$ cat src/sv/hcbd_pkg.sv
`default_nettype none
package hcbd_pkg;

    localparam int BYTE_W     = 8;
    localparam int CONSUMED_W = 17;
    localparam int ERR_W      = 3;
    localparam int PHASE_W    = 4;

    localparam logic [PHASE_W-1:0] PH_FIRST_DIGIT   = 4'd0;
    localparam logic [PHASE_W-1:0] PH_SIZE          = 4'd1;
    localparam logic [PHASE_W-1:0] PH_EXT           = 4'd2;
    localparam logic [PHASE_W-1:0] PH_SIZE_LF       = 4'd3;
    localparam logic [PHASE_W-1:0] PH_DATA          = 4'd4;
    localparam logic [PHASE_W-1:0] PH_DATA_CR       = 4'd5;
    localparam logic [PHASE_W-1:0] PH_DATA_LF       = 4'd6;
    localparam logic [PHASE_W-1:0] PH_TRAILER_START = 4'd7;
    localparam logic [PHASE_W-1:0] PH_TRAILER       = 4'd8;
    localparam logic [PHASE_W-1:0] PH_TRAILER_LF    = 4'd9;
    localparam logic [PHASE_W-1:0] PH_END_LF        = 4'd10;
    localparam logic [PHASE_W-1:0] PH_DONE          = 4'd11;

    localparam logic [ERR_W-1:0] ERR_NONE       = 3'd0;
    localparam logic [ERR_W-1:0] ERR_NON_HEX    = 3'd1;
    localparam logic [ERR_W-1:0] ERR_OVERFLOW   = 3'd2;
    localparam logic [ERR_W-1:0] ERR_SIZE_LF    = 3'd3;
    localparam logic [ERR_W-1:0] ERR_DATA_CR    = 3'd4;
    localparam logic [ERR_W-1:0] ERR_DATA_LF    = 3'd5;
    localparam logic [ERR_W-1:0] ERR_TRAILER_LF = 3'd6;
    localparam logic [ERR_W-1:0] ERR_END_LF     = 3'd7;

    localparam logic [BYTE_W-1:0] CH_SEMI = 8'h3B;
    localparam logic [BYTE_W-1:0] CH_CR   = 8'h0D;
    localparam logic [BYTE_W-1:0] CH_LF   = 8'h0A;

    typedef struct packed {
        logic       ok;
        logic [3:0] val;
    } hex_digit_t;

    typedef struct packed {
        logic [BYTE_W-1:0]     payload_byte;
        logic                  payload_valid;
        logic                  consumed;
        logic                  complete;
        logic [ERR_W-1:0]      error_code;
        logic [CONSUMED_W-1:0] buffer_consumed;
    } hcbd_result_t;

    function automatic hex_digit_t hex_value(input logic [BYTE_W-1:0] c);
        hex_digit_t d;
        d.ok  = 1'b1;
        d.val = 4'd0;
        if (c >= 8'h30 && c <= 8'h39) begin
            d.val = 4'(c - 8'h30);
        end else if (c >= 8'h61 && c <= 8'h66) begin
            d.val = 4'(c - 8'h57);
        end else if (c >= 8'h41 && c <= 8'h46) begin
            d.val = 4'(c - 8'h37);
        end else begin
            d.ok = 1'b0;
        end
        return d;
    endfunction

endpackage
`default_nettype wire

$ cat src/sv/hcbd_core.sv
`default_nettype none
module hcbd_core #(
    parameter int SIZE_WIDTH = 63,
    parameter int MAX_BUFFER = 65536
) (
    input  wire                       aclk,
    input  wire                       aresetn,
    input  wire                       step_en,
    input  wire [hcbd_pkg::BYTE_W-1:0] in_byte,
    input  wire                       in_last,
    output hcbd_pkg::hcbd_result_t    result
);
    import hcbd_pkg::*;

    localparam int CNT_W = $clog2(MAX_BUFFER + 1);

    logic [PHASE_W-1:0]    phase_reg, phase_next;
    logic [SIZE_WIDTH-1:0] size_reg, size_next;
    logic [SIZE_WIDTH-1:0] left_reg, left_next;
    logic [ERR_W-1:0]      error_reg, error_next;
    logic [CNT_W-1:0]      count_reg, count_next;

    hex_digit_t            hd;
    logic [ERR_W-1:0]      err;
    logic                  used;
    logic                  valid;
    logic [SIZE_WIDTH-1:0] left_dec;
    logic [CNT_W-1:0]      count_inc;

    always_comb begin
        hd         = hex_value(in_byte);
        err        = ERR_NONE;
        used       = 1'b0;
        valid      = 1'b0;
        phase_next = phase_reg;
        size_next  = size_reg;
        left_next  = left_reg;
        left_dec   = left_reg;
        if (error_reg == ERR_NONE && phase_reg != PH_DONE) begin
            used = 1'b1;
            unique case (phase_reg)
                PH_FIRST_DIGIT: begin
                    if (hd.ok) begin
                        size_next  = SIZE_WIDTH'(hd.val);
                        phase_next = PH_SIZE;
                    end else begin
                        err = ERR_NON_HEX;
                    end
                end
                PH_SIZE: begin
                    if (hd.ok) begin
                        if (size_reg[SIZE_WIDTH-1 -: 4] != 4'd0) begin
                            err = ERR_OVERFLOW;
                        end else begin
                            size_next = {size_reg[SIZE_WIDTH-5:0], 4'd0}
                                      + SIZE_WIDTH'(hd.val);
                        end
                    end else if (in_byte == CH_SEMI) begin
                        phase_next = PH_EXT;
                    end else if (in_byte == CH_CR) begin
                        phase_next = PH_SIZE_LF;
                    end else begin
                        err = ERR_NON_HEX;
                    end
                end
                PH_EXT: begin
                    if (in_byte == CH_CR) phase_next = PH_SIZE_LF;
                end
                PH_SIZE_LF: begin
                    if (in_byte == CH_LF) begin
                        left_next  = size_reg;
                        phase_next = (size_reg == '0) ? PH_TRAILER_START : PH_DATA;
                    end else begin
                        err = ERR_SIZE_LF;
                    end
                end
                PH_DATA: begin
                    valid = 1'b1;
                    if (left_reg != '0) left_dec = left_reg - SIZE_WIDTH'(1);
                    left_next = left_dec;
                    if (left_dec == '0) phase_next = PH_DATA_CR;
                end
                PH_DATA_CR: begin
                    if (in_byte == CH_CR) phase_next = PH_DATA_LF;
                    else err = ERR_DATA_CR;
                end
                PH_DATA_LF: begin
                    if (in_byte == CH_LF) begin
                        if (size_reg == '0) begin
                            phase_next = PH_TRAILER_START;
                        end else begin
                            size_next  = '0;
                            left_next  = '0;
                            phase_next = PH_FIRST_DIGIT;
                        end
                    end else begin
                        err = ERR_DATA_LF;
                    end
                end
                PH_TRAILER_START: begin
                    phase_next = (in_byte == CH_CR) ? PH_END_LF : PH_TRAILER;
                end
                PH_TRAILER: begin
                    if (in_byte == CH_CR) phase_next = PH_TRAILER_LF;
                end
                PH_TRAILER_LF: begin
                    if (in_byte == CH_LF) phase_next = PH_TRAILER_START;
                    else err = ERR_TRAILER_LF;
                end
                PH_END_LF: begin
                    if (in_byte == CH_LF) phase_next = PH_DONE;
                    else err = ERR_END_LF;
                end
                default: begin
                    err = ERR_NON_HEX;
                end
            endcase
            if (err != ERR_NONE) begin
                used       = 1'b0;
                valid      = 1'b0;
                phase_next = phase_reg;
                size_next  = size_reg;
                left_next  = left_reg;
            end
        end
        error_next = (err != ERR_NONE) ? err : error_reg;

        count_inc = count_reg;
        if (used && count_reg < CNT_W'(MAX_BUFFER)) count_inc = count_reg + CNT_W'(1);
        count_next = in_last ? '0 : count_inc;

        result.payload_byte    = valid ? in_byte : '0;
        result.payload_valid   = valid;
        result.consumed        = used;
        result.complete        = (error_next == ERR_NONE) && (phase_next == PH_DONE);
        result.error_code      = error_next;
        result.buffer_consumed = in_last ? CONSUMED_W'(count_inc) : '0;
    end

    always_ff @(posedge aclk) begin
        if (!aresetn) begin
            phase_reg <= PH_FIRST_DIGIT;
            size_reg  <= '0;
            left_reg  <= '0;
            error_reg <= ERR_NONE;
            count_reg <= '0;
        end else if (step_en) begin
            phase_reg <= phase_next;
            size_reg  <= size_next;
            left_reg  <= left_next;
            error_reg <= error_next;
            count_reg <= count_next;
        end
    end

endmodule
`default_nettype wire

$ cat src/sv/http_chunked_body_decoder.sv
// accepted bytes pass the input register, the parse step, then the result register
// throughput: one item per cycle unless m_ready stalls the output; the parse step
// is combinational; a stalled result register holds one item, the input register the next
// reset (aresetn low, synchronous): parse phase back to first size digit, sizes, error
// and buffer count cleared, both pipeline registers emptied
`default_nettype none
module http_chunked_body_decoder #(
    parameter int SIZE_WIDTH = 63,
    parameter int MAX_BUFFER = 65536
) (
    input  wire                              aclk,
    input  wire                              aresetn,
    input  wire                              s_valid,
    output logic                             s_ready,
    input  wire  [hcbd_pkg::BYTE_W-1:0]      s_in_byte,
    input  wire                              s_buffer_last,
    output logic                             m_valid,
    input  wire                              m_ready,
    output logic [hcbd_pkg::BYTE_W-1:0]      m_payload_byte,
    output logic                             m_payload_valid,
    output logic                             m_consumed,
    output logic                             m_complete,
    output logic [hcbd_pkg::ERR_W-1:0]       m_error_code,
    output logic [hcbd_pkg::CONSUMED_W-1:0]  m_buffer_consumed
);
    import hcbd_pkg::*;

    logic              in_valid_reg;
    logic [BYTE_W-1:0] in_byte_reg;
    logic              in_last_reg;
    logic              out_valid_reg;
    hcbd_result_t      out_reg;
    hcbd_result_t      step_result;
    logic              advance;

    assign advance = in_valid_reg && (!out_valid_reg || m_ready);
    assign s_ready = !in_valid_reg || advance;

    hcbd_core #(
        .SIZE_WIDTH(SIZE_WIDTH),
        .MAX_BUFFER(MAX_BUFFER)
    ) u_core (
        .aclk    (aclk),
        .aresetn (aresetn),
        .step_en (advance),
        .in_byte (in_byte_reg),
        .in_last (in_last_reg),
        .result  (step_result)
    );

    always_ff @(posedge aclk) begin
        if (!aresetn) begin
            in_valid_reg <= 1'b0;
        end else if (s_ready) begin
            in_valid_reg <= s_valid;
        end
    end

    always_ff @(posedge aclk) begin
        if (s_valid && s_ready) begin
            in_byte_reg <= s_in_byte;
            in_last_reg <= s_buffer_last;
        end
    end

    always_ff @(posedge aclk) begin
        if (!aresetn) begin
            out_valid_reg <= 1'b0;
            out_reg       <= '0;
        end else begin
            if (advance) begin
                out_valid_reg <= 1'b1;
                out_reg       <= step_result;
            end else if (m_ready) begin
                out_valid_reg <= 1'b0;
            end
        end
    end

    assign m_valid           = out_valid_reg;
    assign m_payload_byte    = out_reg.payload_byte;
    assign m_payload_valid   = out_reg.payload_valid;
    assign m_consumed        = out_reg.consumed;
    assign m_complete        = out_reg.complete;
    assign m_error_code      = out_reg.error_code;
    assign m_buffer_consumed = out_reg.buffer_consumed;

    // payload only on consumed items
    a_payload_consumed: assert property (@(posedge aclk) disable iff (!aresetn)
        m_valid && m_payload_valid |-> m_consumed)
        else $error("payload item not marked consumed");

    // completion never shown together with an error
    a_complete_no_error: assert property (@(posedge aclk) disable iff (!aresetn)
        m_valid && m_complete |-> m_error_code == ERR_NONE)
        else $error("complete with error");

    // error code is sticky
    a_error_sticky: assert property (@(posedge aclk) disable iff (!aresetn)
        $past(aresetn) && ($past(m_error_code) != ERR_NONE)
        |-> m_error_code == $past(m_error_code))
        else $error("error code changed after an error");

    // a waiting input item moves on whenever the result register is free
    a_no_bubble: assert property (@(posedge aclk) disable iff (!aresetn)
        in_valid_reg && !m_valid |=> m_valid)
        else $error("input item stalled with empty result register");

endmodule
`default_nettype wire
$ cat config.mk
export PLATFORM = sky130hd
export DESIGN_NAME = http_chunked_body_decoder
export DESIGN_NICKNAME = d
export VERILOG_FILES = /design/src/sv/hcbd_pkg.sv /design/src/sv/hcbd_core.sv /design/src/sv/http_chunked_body_decoder.sv
export SDC_FILE = /design/constraint.sdc
export NUM_CORES = 1
export LEC_CHECK = 0
export BUFFER_PORTS_ARGS = -buffer_cell sky130_fd_sc_hd__buf_2
export CAP_MARGIN = 20
export CORE_ASPECT_RATIO = 2
export CORE_MARGIN = 5
export CORE_UTILIZATION = 42
export CTS_CLUSTER_DIAMETER = 30
export DETAILED_ROUTE_END_ITERATION = 12
export GPL_TIMING_DRIVEN = 0
export PLACE_DENSITY_LB_ADDON = 0.05
export SYNTH_ARGS = -nofsm -noshare
export SYNTH_HDL_FRONTEND = slang
export SYNTH_SLANG_ARGS = --single-unit
$ cat constraint.sdc
create_clock -name aclk -period 4.8 [get_ports aclk]
set_clock_uncertainty 0.2 [all_clocks]
set_input_delay 0.48 -clock aclk [delete_from_list [all_inputs] [get_ports aclk]]
set_output_delay 0.48 -clock aclk [all_outputs]
set_load 0.02 [all_outputs]
==> flow_summary.yaml, run 1 <==
layout:
  design_area_mm2: 0.01236
  antenna_cells: 0
  area_growth_pct: 13.90
  finalNetCount: 1480
  nFillCells: 2651
  drive_above_1_share_pct: 8.820
worst_setup_path:
  start_kind: "flip-flop"
  r2r-start: "u_core.left_reg[8]$_SDFFE_PN0P_"
  crit_path_end_kind: "flip-flop"
  critPathRequiredTime_ps: 5010
  cp_max_fo: 8
  critical_path_class: "flip-flop to flip-flop"
  cp_data_arrival_time_ps: 4960
  startpoint: "u_core.left_reg[8]$_SDFFE_PN0P_"
global_routing:
  grt_max_degree: 19
  grt_pass1_wl_um: 67290
  antenna_found_initial: 1
  grt_pass1_vias: 10910
  overflow: 0
  grt_util_all_layers_pct: 31.43
synthesis:
  synth_top_area_share_pct: 33.20
  synth_cell_types: 74
  synth_nets: 1398
  avgSynthCellArea_um2: 7.871
  synth_ff_type: "dfxtp_1"
  synthTopCellsByArea: "dfxtp_1 (33%), nand2_1 (6.6%), a21boi_0 (5.1%)"
  synth_area_mm2: 0.01085
  syn_inst: 1379
  ys_warn_count: 0
  ys_seq_area_share_pct: 35.69
  yosys.area.top_type: "dfxtp_1"
  synth_edf_count: 9
  yosys_register_bits: 189
  async_reset_ff_share_pct: 0
placement:
  portBuffers: 45
  dpl_worst_slack_ps: -477.3
  place_hpwl_um: 35480
  placedInstanceArea_mm2: 0.01154
  place_congestion: 0.9805
timing:
  setup_violations: 0
  fin_ws_ps: 49.59
  hold_ws_ps: 63.94
  max_freq_ghz: 0.2105
  worst_slew_pin_slew_ps: 1098
  hold_viol: 0
  period_share_pct: 98.97
  grt_setup_unrepaired: "false"
  layout_min_cycle_time_ps: 4750
  relSlewSlack_pct: 26.27
  drv_slew: 0
clock_network:
  cts_sinks: 189
  insertion_delay_ps: 480
  cts_root_buf: "clkbuf_16"
  cts_tree: "built"
  cts-htree-levels: 4
  numCtsBuffers: 17
  cts.clk_slew.worst_paths_ps: 80
  cts_max_path_buffers: 2
pwr:
  vdd_drop_max_mv: 0.2451
  power_density_mw_per_mm2: 322.6
  p_leak_nw: 4.672
routing:
  first_pass_iters: 7
  wire_per_inst_um: 25.30
  ant_nets: 0
  dr_total_vias: 11230
  totalWireLength_um: 45890
  avgViaCountPerCell: 6.192
  drcViolationCount: 0
  drt_iter0_drc: 853
die:
  die_w_um: 123.7
  top_level_ports: 46
  core_mm2: 0.02555
  start_util_pct: 42.49
  dieArea_mm2: 0.02935
  die_y_um: 237.3
  fp-row-count: 83
min_path:
  min-delay-start: "s_valid"
  hold_path_class: "primary input to flip-flop"
flow_run:
  max-cap-violations: 0
status:
  status: "completed"
==> cells in the final DEF, fill, tap and decap left out, types with 6 or more instances in the layout <==
| cell | netlist | final |
|---|---|---|
| o211a_1 | 25 | 25 |
| nor2_1 | 92 | 91 |
| nand4_1 | 16 | 16 |
| nand3_1 | 93 | 93 |
| o31ai_1 | 12 | 11 |
| o21ai_0 | 65 | 64 |
| nor3b_1 | 18 | 18 |
| nand4b_1 | 9 | 9 |
| dfxtp_1 | 180 | 180 |
| nor2b_1 | 46 | 46 |
| a221oi_1 | 19 | 19 |
| a31oi_1 | 11 | 11 |
| a21oi_1 | 42 | 42 |
| nor3_1 | 48 | 46 |
| dlygate4sd3_1 | 1 | 10 |
| xnor2_1 | 34 | 34 |
| or4_1 | 16 | 16 |
| edfxtp_1 | 9 | 9 |
| inv_1 | 15 | 15 |
| or2_2 | 6 | 6 |
| o211ai_1 | 16 | 16 |
| nand2b_1 | 13 | 13 |
| buf_2 | 4 | 51 |
| clkbuf_1 | 92 | 89 |
| clkbuf_16 | 0 | 17 |
| a22oi_1 | 32 | 32 |
| and3_1 | 8 | 8 |
| nor4_1 | 39 | 36 |
| and4_1 | 6 | 6 |
| or3_1 | 13 | 13 |
| buf_4 | 2 | 7 |
| nand2_1 | 190 | 190 |
| xor2_1 | 26 | 26 |
| and2_1 | 9 | 9 |
| buf_6 | 6 | 6 |
| ha_1 | 6 | 6 |
| a21boi_0 | 74 | 74 |
==> power breakdown <==
group          internal [mW]  switching [mW]
Sequential              1.59          0.0144
Clock                  0.855           0.721
Combinational          0.267           0.538
Total                   2.71            1.27
==> final timing paths <==
kind	endpoint	slack (ps)	cells past startpoint
worst min-delay path	in_valid_reg$_SDFFE_PN0N_	60	3
worst max-delay path	u_core.phase_reg[0]$_SDFFE_PN0P_	50	13
worst min register to register	m_buffer_consumed[7]$_SDFFE_PN0P_	250	2
worst max register to register	u_core.phase_reg[0]$_SDFFE_PN0P_	50	13
==> layout make-up <==
type / count / area, um^2 / area share [%]
Sequential cell: 189 / 3874 / 31.33
Clock inverter: 14 / 200.2 / 1.619
Multi-Input combinational cell: 1063 / 6486 / 52.46
Clock buffer: 18 / 439.2 / 3.552
Inverter: 15 / 56.30 / 0.4554
Tap cell: 340 / 425.4 / 3.441
Timing Repair Buffer: 63 / 380.4 / 3.077
Buffer: 112 / 501.7 / 4.058
==> cell usage after synthesis, types with 13 or more instances <==
cell / n
a21oi_1: 42
xor2_1: 26
inv_1: 15
dfxtp_1: 180
a221oi_1: 19
nor4_1: 39
clkbuf_1: 92
a22oi_1: 32
nand3_1: 93
o211a_1: 25
o211ai_1: 16
nor3b_1: 18
nor3_1: 48
nor2b_1: 46
nand2_1: 190
nand2b_1: 13
nor2_1: 92
a21boi_0: 74
o21ai_0: 65
nand4_1: 16
or4_1: 16
xnor2_1: 34
or3_1: 13
==> worst max-delay path, cell delays in order (launching register included) <==
cell	delay [ps]
dfxtp_1	310
buf_6	130
or4_1	510
buf_2	180
or4_4	520
buf_6	150
nor3_2	570
a2111oi_0	350
xnor2_1	320
o211a_1	230
nand4_1	80
or4_1	570
o41a_1	420
a21oi_1	140
==> what timing repair did <==
| item | in CTS | in global routing |
|---|---|---|
| hold buffers | 8 | 1 |
| resized for setup | 9 | 8 |
| pin swaps | 1 | 1 |
| hold endpoints to repair | 8 | 1 |
| setup buffers | 0 | 4 |
| endpoints found under the setup margin | 32 | 37 |
==> cells by family after synthesis <==
| family | share of synthesized area (%) |
|---|---|
| simple gates | 30.01 |
| compound gates | 23.12 |
| flops | 35.69 |
| buf+inv | 5.072 |
| xor+xnor | 4.842 |
| mux | 0.5764 |
| fa+ha+maj | 0.6916 |
==> per-stage QoR <==
| step | setup TNS, ps | instances | util [%] | total power [mW] |
|---|---|---|---|---|
| 2_1_floorplan | 0 | 1379 | - | 2.135 |
| 3_3_place_gp | -35290 | 1764 | 45.03 | 2.395 |
| 3_5_place_dp | -6042 | 1768 | 45.17 | 2.398 |
| 4_1_cts | 0 | 1808 | 48.14 | 3.976 |
| 5_1_grt | 0 | 1814 | 48.39 | 4.126 |
| 6_report | 0 | 1814 | 48.39 | 3.988 |
==> layer usage <==
layer	track usage, %	wire [um]
met5	0	0
met3	4.738	2064
met4	29.58	5132
met1	29.77	14980
met2	55.56	23720
No activity file was read; power rests on OpenSTA's default activity.
==> run 2, diff against run 1 <==
RECOVER_POWER = 100   (was unset)
SETUP_SLACK_MARGIN = 0.4   (was unset)
==> flow_summary.yaml, run 2 (synthesis gave the netlist of run 1 again) <==
pwr:
  p_leak_nw: 4.613
  power_density_mw_per_mm2: 320.7
  finalPower_mw: 4.024
  vdd_drop_max_mv: 0.2467
global_routing:
  antenna_found_initial: 1
  grt_pass1_vias: 10930
  grt_max_degree: 19
  grt_pass1_wl_um: 67710
  grt_util_all_layers_pct: 31.64
  overflow: 0
die:
  dieArea_mm2: 0.02935
  start_util_pct: 42.49
  core_mm2: 0.02555
  die_w_um: 123.7
  die_y_um: 237.3
  top_level_ports: 46
  fp-row-count: 83
timing:
  worst_slew_pin_slew_ps: 952.6
  drv_slew: 0
  setup_violations: 0
  period_share_pct: 94.77
  layout_min_cycle_time_ps: 4549
  hold_viol: 0
  relSlewSlack_pct: 36.49
  max_freq_ghz: 0.2198
  final.setup.tns_ps: 0
  grt_setup_unrepaired: "true"
flow_run:
  max-cap-violations: 0
worst_setup_path:
  slowest_delay_ps: 560
  cp_data_arrival_time_ps: 4760
  crit_top_cell: "or4_4"
  slowest_stage: "or4_4"
  crit_path_end_kind: "flip-flop"
  r2r-start: "u_core.left_reg[14]$_SDFFE_PN0P_"
  start_kind: "flip-flop"
  startpoint: "u_core.left_reg[14]$_SDFFE_PN0P_"
  critPathRequiredTime_ps: 5010
  cp_max_fo: 5
  rr_worst_depth: 13
  rr_endpoint: "u_core.phase_reg[0]$_SDFFE_PN0P_"
  reg2reg_slack_ps: 250
  path_cells: "or4_4 > buf_6 > or4_4 > buf_6 > nor3_2 > and3_1 > buf_6 > nor3_4 > xor2_2 > or4_4 > or4_4 > o41a_1 > a21oi_1"
  critical_path_class: "flip-flop to flip-flop"
placement:
  place_hpwl_um: 35480
  place_congestion: 0.9805
  portBuffers: 45
layout:
  antenna_cells: 0
  final_common_cell: "nand2_1"
  area_growth_pct: 15.60
  drive_above_1_share_pct: 8.435
  finalNetCount: 1488
  final_cell_mix: "nand2_1 (190), dfxtp_1 (174), clkbuf_1 (130), nand3_1 (91), nor2_1 (89)"
  nFillCells: 2661
routing:
  totalWireLength_um: 46100
  ant_nets: 0
  avgViaCountPerCell: 6.165
  drt_iter0_drc: 879
  drcViolationCount: 0
  wire_per_inst_um: 25.30
  first_pass_iters: 6
  dr_total_vias: 11230
clock_network:
  cts_tree: "built"
  cts.clk_slew.worst_paths_ps: 80
  cts_root_buf: "clkbuf_16"
  cts_max_path_buffers: 2
  cts_sinks: 189
  numCtsBuffers: 17
  insertion_delay_ps: 480
  cts-htree-levels: 4
status:
  status: "completed"
min_path:
  min-delay-start: "s_in_byte[7]"
  hold_path_class: "primary input to flip-flop"
  hold-path-endpoint: "in_byte_reg[7]$_DFFE_PP_"
  whs_path_depth: 1
-- run 2: cell types whose count changed in the layout (fill, tap and decap cells not counted), moves of 4 or more --
cell | previous run | this run
buf_4 | 7 | 14
or4_4 | 1 | 6
dfxtp_1 | 180 | 174
buf_2 | 51 | 13
or4_1 | 16 | 11
nor4_1 | 36 | 32
and2_0 | 0 | 4
and2_1 | 9 | 5
clkbuf_1 | 89 | 130
-- run 2: power by group --
group | switching [mW] | internal [mW]
registers | 0.0146 | 1.59
logic | 0.557 | 0.289
clock network | 0.718 | 0.854
-- run 2: per-stage QoR --
| step | worst slack, ps | std cells | utilization [%] | area [um^2] | hold slack, ps |
|---|---|---|---|---|---|
| finish | 251.1 | 1822 | 49.11 | 12550 | 52.14 |
| global route | 179.2 | 1822 | 49.11 | 12550 | 34.36 |
| CTS | 368.5 | 1811 | 48.63 | 12420 | 2.168 |
| detailed placement | -477.3 | 1768 | 45.17 | 11540 | 242.3 |
| global placement | -964.7 | 1764 | 45.03 | 11500 | 231.7 |
| floorplan | 459.9 | 1379 | - | 10850 | 253.8 |
-- run 2: per-layer routing --
metal	up-vias	routed length, um	global-route usage (%)
met1	5336	15050	30.01
met3	216	1936	4.738
met2	466	23900	55.58
li1	5215	-	-
met4	0	5213	30.49
met5	-	0	0
-- run 2: cell type report --
class | instances | area [um^2] | area share, %
plain buffers | 112 | 510.5 | 4.069
clock buffers | 18 | 439.2 | 3.500
clock inverters | 14 | 200.2 | 1.596
inverters | 15 | 56.30 | 0.4487
multi-input cells | 1063 | 6644 | 52.95
flip-flops and latches | 189 | 3889 | 30.99
well taps | 340 | 425.4 | 3.391
repair buffers | 71 | 382.9 | 3.051
-- run 2: worst max path at each step --
stage	depth (start not counted)	to
floorplan	12	u_core.phase_reg[0]$_SDFFE_PN0P_
global placement	11	u_core.phase_reg[0]$_SDFFE_PN0P_
detailed placement	12	u_core.phase_reg[0]$_SDFFE_PN0P_
CTS	10	u_core.phase_reg[0]$_SDFFE_PN0P_
global route	13	u_core.phase_reg[0]$_SDFFE_PN0P_
finish	13	u_core.phase_reg[0]$_SDFFE_PN0P_
-- run 2: worst max-delay path: cells and delay by family (launching register included) --
kind                      cells  cell delay (ps)
AOI/OAI and AO/OA             2              530
xor gates and xnor gates      1              150
buffers and inverters         3              420
DFF                           1              370
and+or+nand+nor               7             2810
-- run 2: what timing repair did --
action,in CTS,in global routing
pin swaps,6,14
cloned,0,0
gates resized for setup,31,33
buffers inserted,3,10
endpoints found under the setup margin,54,44
hold buffers,8,0
endpoints found under the hold margin,8,0
==> run 3, diff against run 2 <==
CELL_PAD_IN_SITES_DETAIL_PLACEMENT = 0   (was unset)
CELL_PAD_IN_SITES_GLOBAL_PLACEMENT = 1   (was unset)
==> flow_summary.yaml, run 3 (synthesis gave the netlist of run 1 again) <==
worst_setup_path:
  reg2reg_slack_ps: 210
  cp.buffers_inverters: 3
  startpoint: "u_core.left_reg[14]$_SDFFE_PN0P_"
  path_cells: "or4_4 > buf_6 > or4_4 > buf_6 > nor3_2 > and3_1 > buf_6 > nor3_4 > xor2_2 > or4_4 > or4_4 > o41a_1 > a21oi_1"
  rr_worst_depth: 13
  critPathRequiredTime_ps: 4990
  slowest_delay_ps: 570
  critical_path_class: "flip-flop to flip-flop"
  cp_max_fo: 6
  crit_path_end_kind: "flip-flop"
  start_kind: "flip-flop"
  cp_num_cells: 13
  cp_data_arrival_time_ps: 4780
  path_delay_family: "simple AND/OR/NAND/NOR gates"
  r2r-start: "u_core.left_reg[14]$_SDFFE_PN0P_"
  rr_endpoint: "u_core.phase_reg[0]$_SDFFE_PN0P_"
  setup.worst_path.end: "u_core.phase_reg[0]$_SDFFE_PN0P_"
  crit_top_cell: "or4_4"
  slowest_stage: "or4_4"
routing:
  dr_total_vias: 11220
  ant_nets: 0
  first_pass_iters: 5
  totalWireLength_um: 46640
  avgViaCountPerCell: 6.154
  wire_per_inst_um: 25.57
  drt_iter0_drc: 897
  drcViolationCount: 0
layout:
  finalNetCount: 1490
  final_util_pct: 48.84
  area_growth_pct: 14.95
  final_common_cell: "nand2_1"
  antenna_cells: 0
  drive_above_1_share_pct: 8.895
  final_cell_mix: "nand2_1 (190), dfxtp_1 (175), clkbuf_1 (128), nand3_1 (90), nor2_1 (90)"
pwr:
  power_density_mw_per_mm2: 306.4
  combPwrFrac_pct: 22.0
  power_frac_clock_pct: 36.0
  power.internal_mw: 2.555
  p_leak_nw: 4.577
  vdd_drop_max_mv: 0.2504
  swShare_pct: 33.16
  switching_power_mw: 1.268
  power_frac_seq_pct: 42.0
flow_run:
  max-cap-violations: 0
clock_network:
  cts_max_path_buffers: 2
  cts_tree: "built"
  cts_sinks: 189
  insertion_delay_ps: 470
  cts-htree-levels: 4
  cts.clk_slew.worst_paths_ps: 80
  cts_root_buf: "clkbuf_16"
  numCtsBuffers: 17
die:
  fp-row-count: 83
  core_mm2: 0.02555
  start_util_pct: 42.49
  die_w_um: 123.7
  top_level_ports: 46
  dieArea_mm2: 0.02935
  die_y_um: 237.3
timing:
  hold_viol: 0
  final.setup.tns_ps: 0
  max_freq_ghz: 0.2179
  worst_slew_pin_slew_ps: 968.5
  setup_violations: 0
  hold_ws_ps: 68.07
  period_share_pct: 95.59
  drv_slew: 0
  relSlewSlack_pct: 35.43
  grt_setup_unrepaired: "true"
  layout_min_cycle_time_ps: 4589
global_routing:
  grt_util_met2_pct: 57.83
  overflow: 0
  grt_pass1_vias: 10780
  grt_use_met1_pct: 30.76
  grt_pass1_wl_um: 68100
  grt_max_degree: 18
  grt-busiest-layer: "met2"
  grt_util_all_layers_pct: 31.73
  antenna_found_initial: 0
  met3_usage_pct: 3.810
placement:
  place_congestion: 0.9966
  place_hpwl_um: 35920
  portBuffers: 45
min_path:
  hold_path_class: "primary input to flip-flop"
status:
  status: "completed"
-- run 3: routing by layer --
| layer | vias up | share of wire [%] |
|---|---|---|
| li1 | 5210 | - |
| met1 | 5423 | 33 |
| met2 | 420 | 52 |
| met3 | 171 | 4.0 |
| met4 | 0 | 10 |
| met5 | - | 0 |
-- run 3: final cells by class --
cell class	count	area, um^2
Sequential cell	189	3887
Fill cell	2655	13070
Clock buffer	19	432.9
Buffer	112	510.5
Inverter	15	56.30
Tap cell	340	425.4
Timing Repair Buffer	73	419.2
Multi-Input combinational cell	1063	6635
Clock inverter	13	110.1
-- run 3: worst register-to-register path, cell delays in order (launching register included) --
cell     delay (ps)
dfxtp_4         370
or4_4           540
buf_6           140
or4_4           510
buf_6           150
nor3_2          350
and3_1          230
buf_6           140
nor3_4           50
xor2_2          160
or4_4           570
or4_4           520
o41a_1          460
a21oi_1         130
-- run 3: timing repair --
| action | 4_1_cts | 5_1_grt |
|---|---|---|
| endpoints found under the hold margin | 9 | 0 |
| buffers inserted | 2 | 12 |
| hold buffers | 9 | 0 |
| pin swaps | 3 | 10 |
| endpoints found under the setup margin | 63 | 28 |
| resized for setup | 27 | 41 |
-- run 3: worst min-delay path by stage --
stage / startpoint / endpoint / slack [ps] / cells past startpoint
floorplan: u_core.size_reg[61]$_SDFFE_PN0P_ / u_core.size_reg[61]$_SDFFE_PN0P_ / 250 / 2
global placement: m_buffer_consumed[11]$_SDFFE_PN0P_ / m_buffer_consumed[11]$_SDFFE_PN0P_ / 230 / 2
detailed placement: m_buffer_consumed[5]$_SDFFE_PN0P_ / m_buffer_consumed[5]$_SDFFE_PN0P_ / 240 / 2
CTS: s_valid / in_valid_reg$_SDFFE_PN0N_ / 50 / 3
global route: s_valid / in_valid_reg$_SDFFE_PN0N_ / 90 / 3
finish: s_valid / in_valid_reg$_SDFFE_PN0N_ / 70 / 3
-- run 3: stage by stage --
| step | instance area [um^2] | setup WS (ps) | power [mW] | instances |
|---|---|---|---|---|
| final | 12480 | 211.5 | 3.823 | 1824 |
| after global routing | 12480 | 152.3 | 3.954 | 1824 |
| after CTS | 12300 | 256.2 | 3.794 | 1811 |
| after detailed placement | 11550 | -657.1 | 2.396 | 1768 |
| after global placement | 11500 | -1098 | 2.398 | 1764 |
| after floorplan | 10850 | 459.9 | 2.135 | 1379 |
-- run 3: power by group through the flow --
stage | Clock (mW) | Combinational [mW] | Sequential, mW
after floorplan | 0 | 0.493 | 1.64
after global placement | 0 | 0.754 | 1.64
after detailed placement | 0 | 0.752 | 1.64
after CTS | 1.40 | 0.791 | 1.61
after global routing | 1.46 | 0.890 | 1.61
final | 1.38 | 0.840 | 1.61
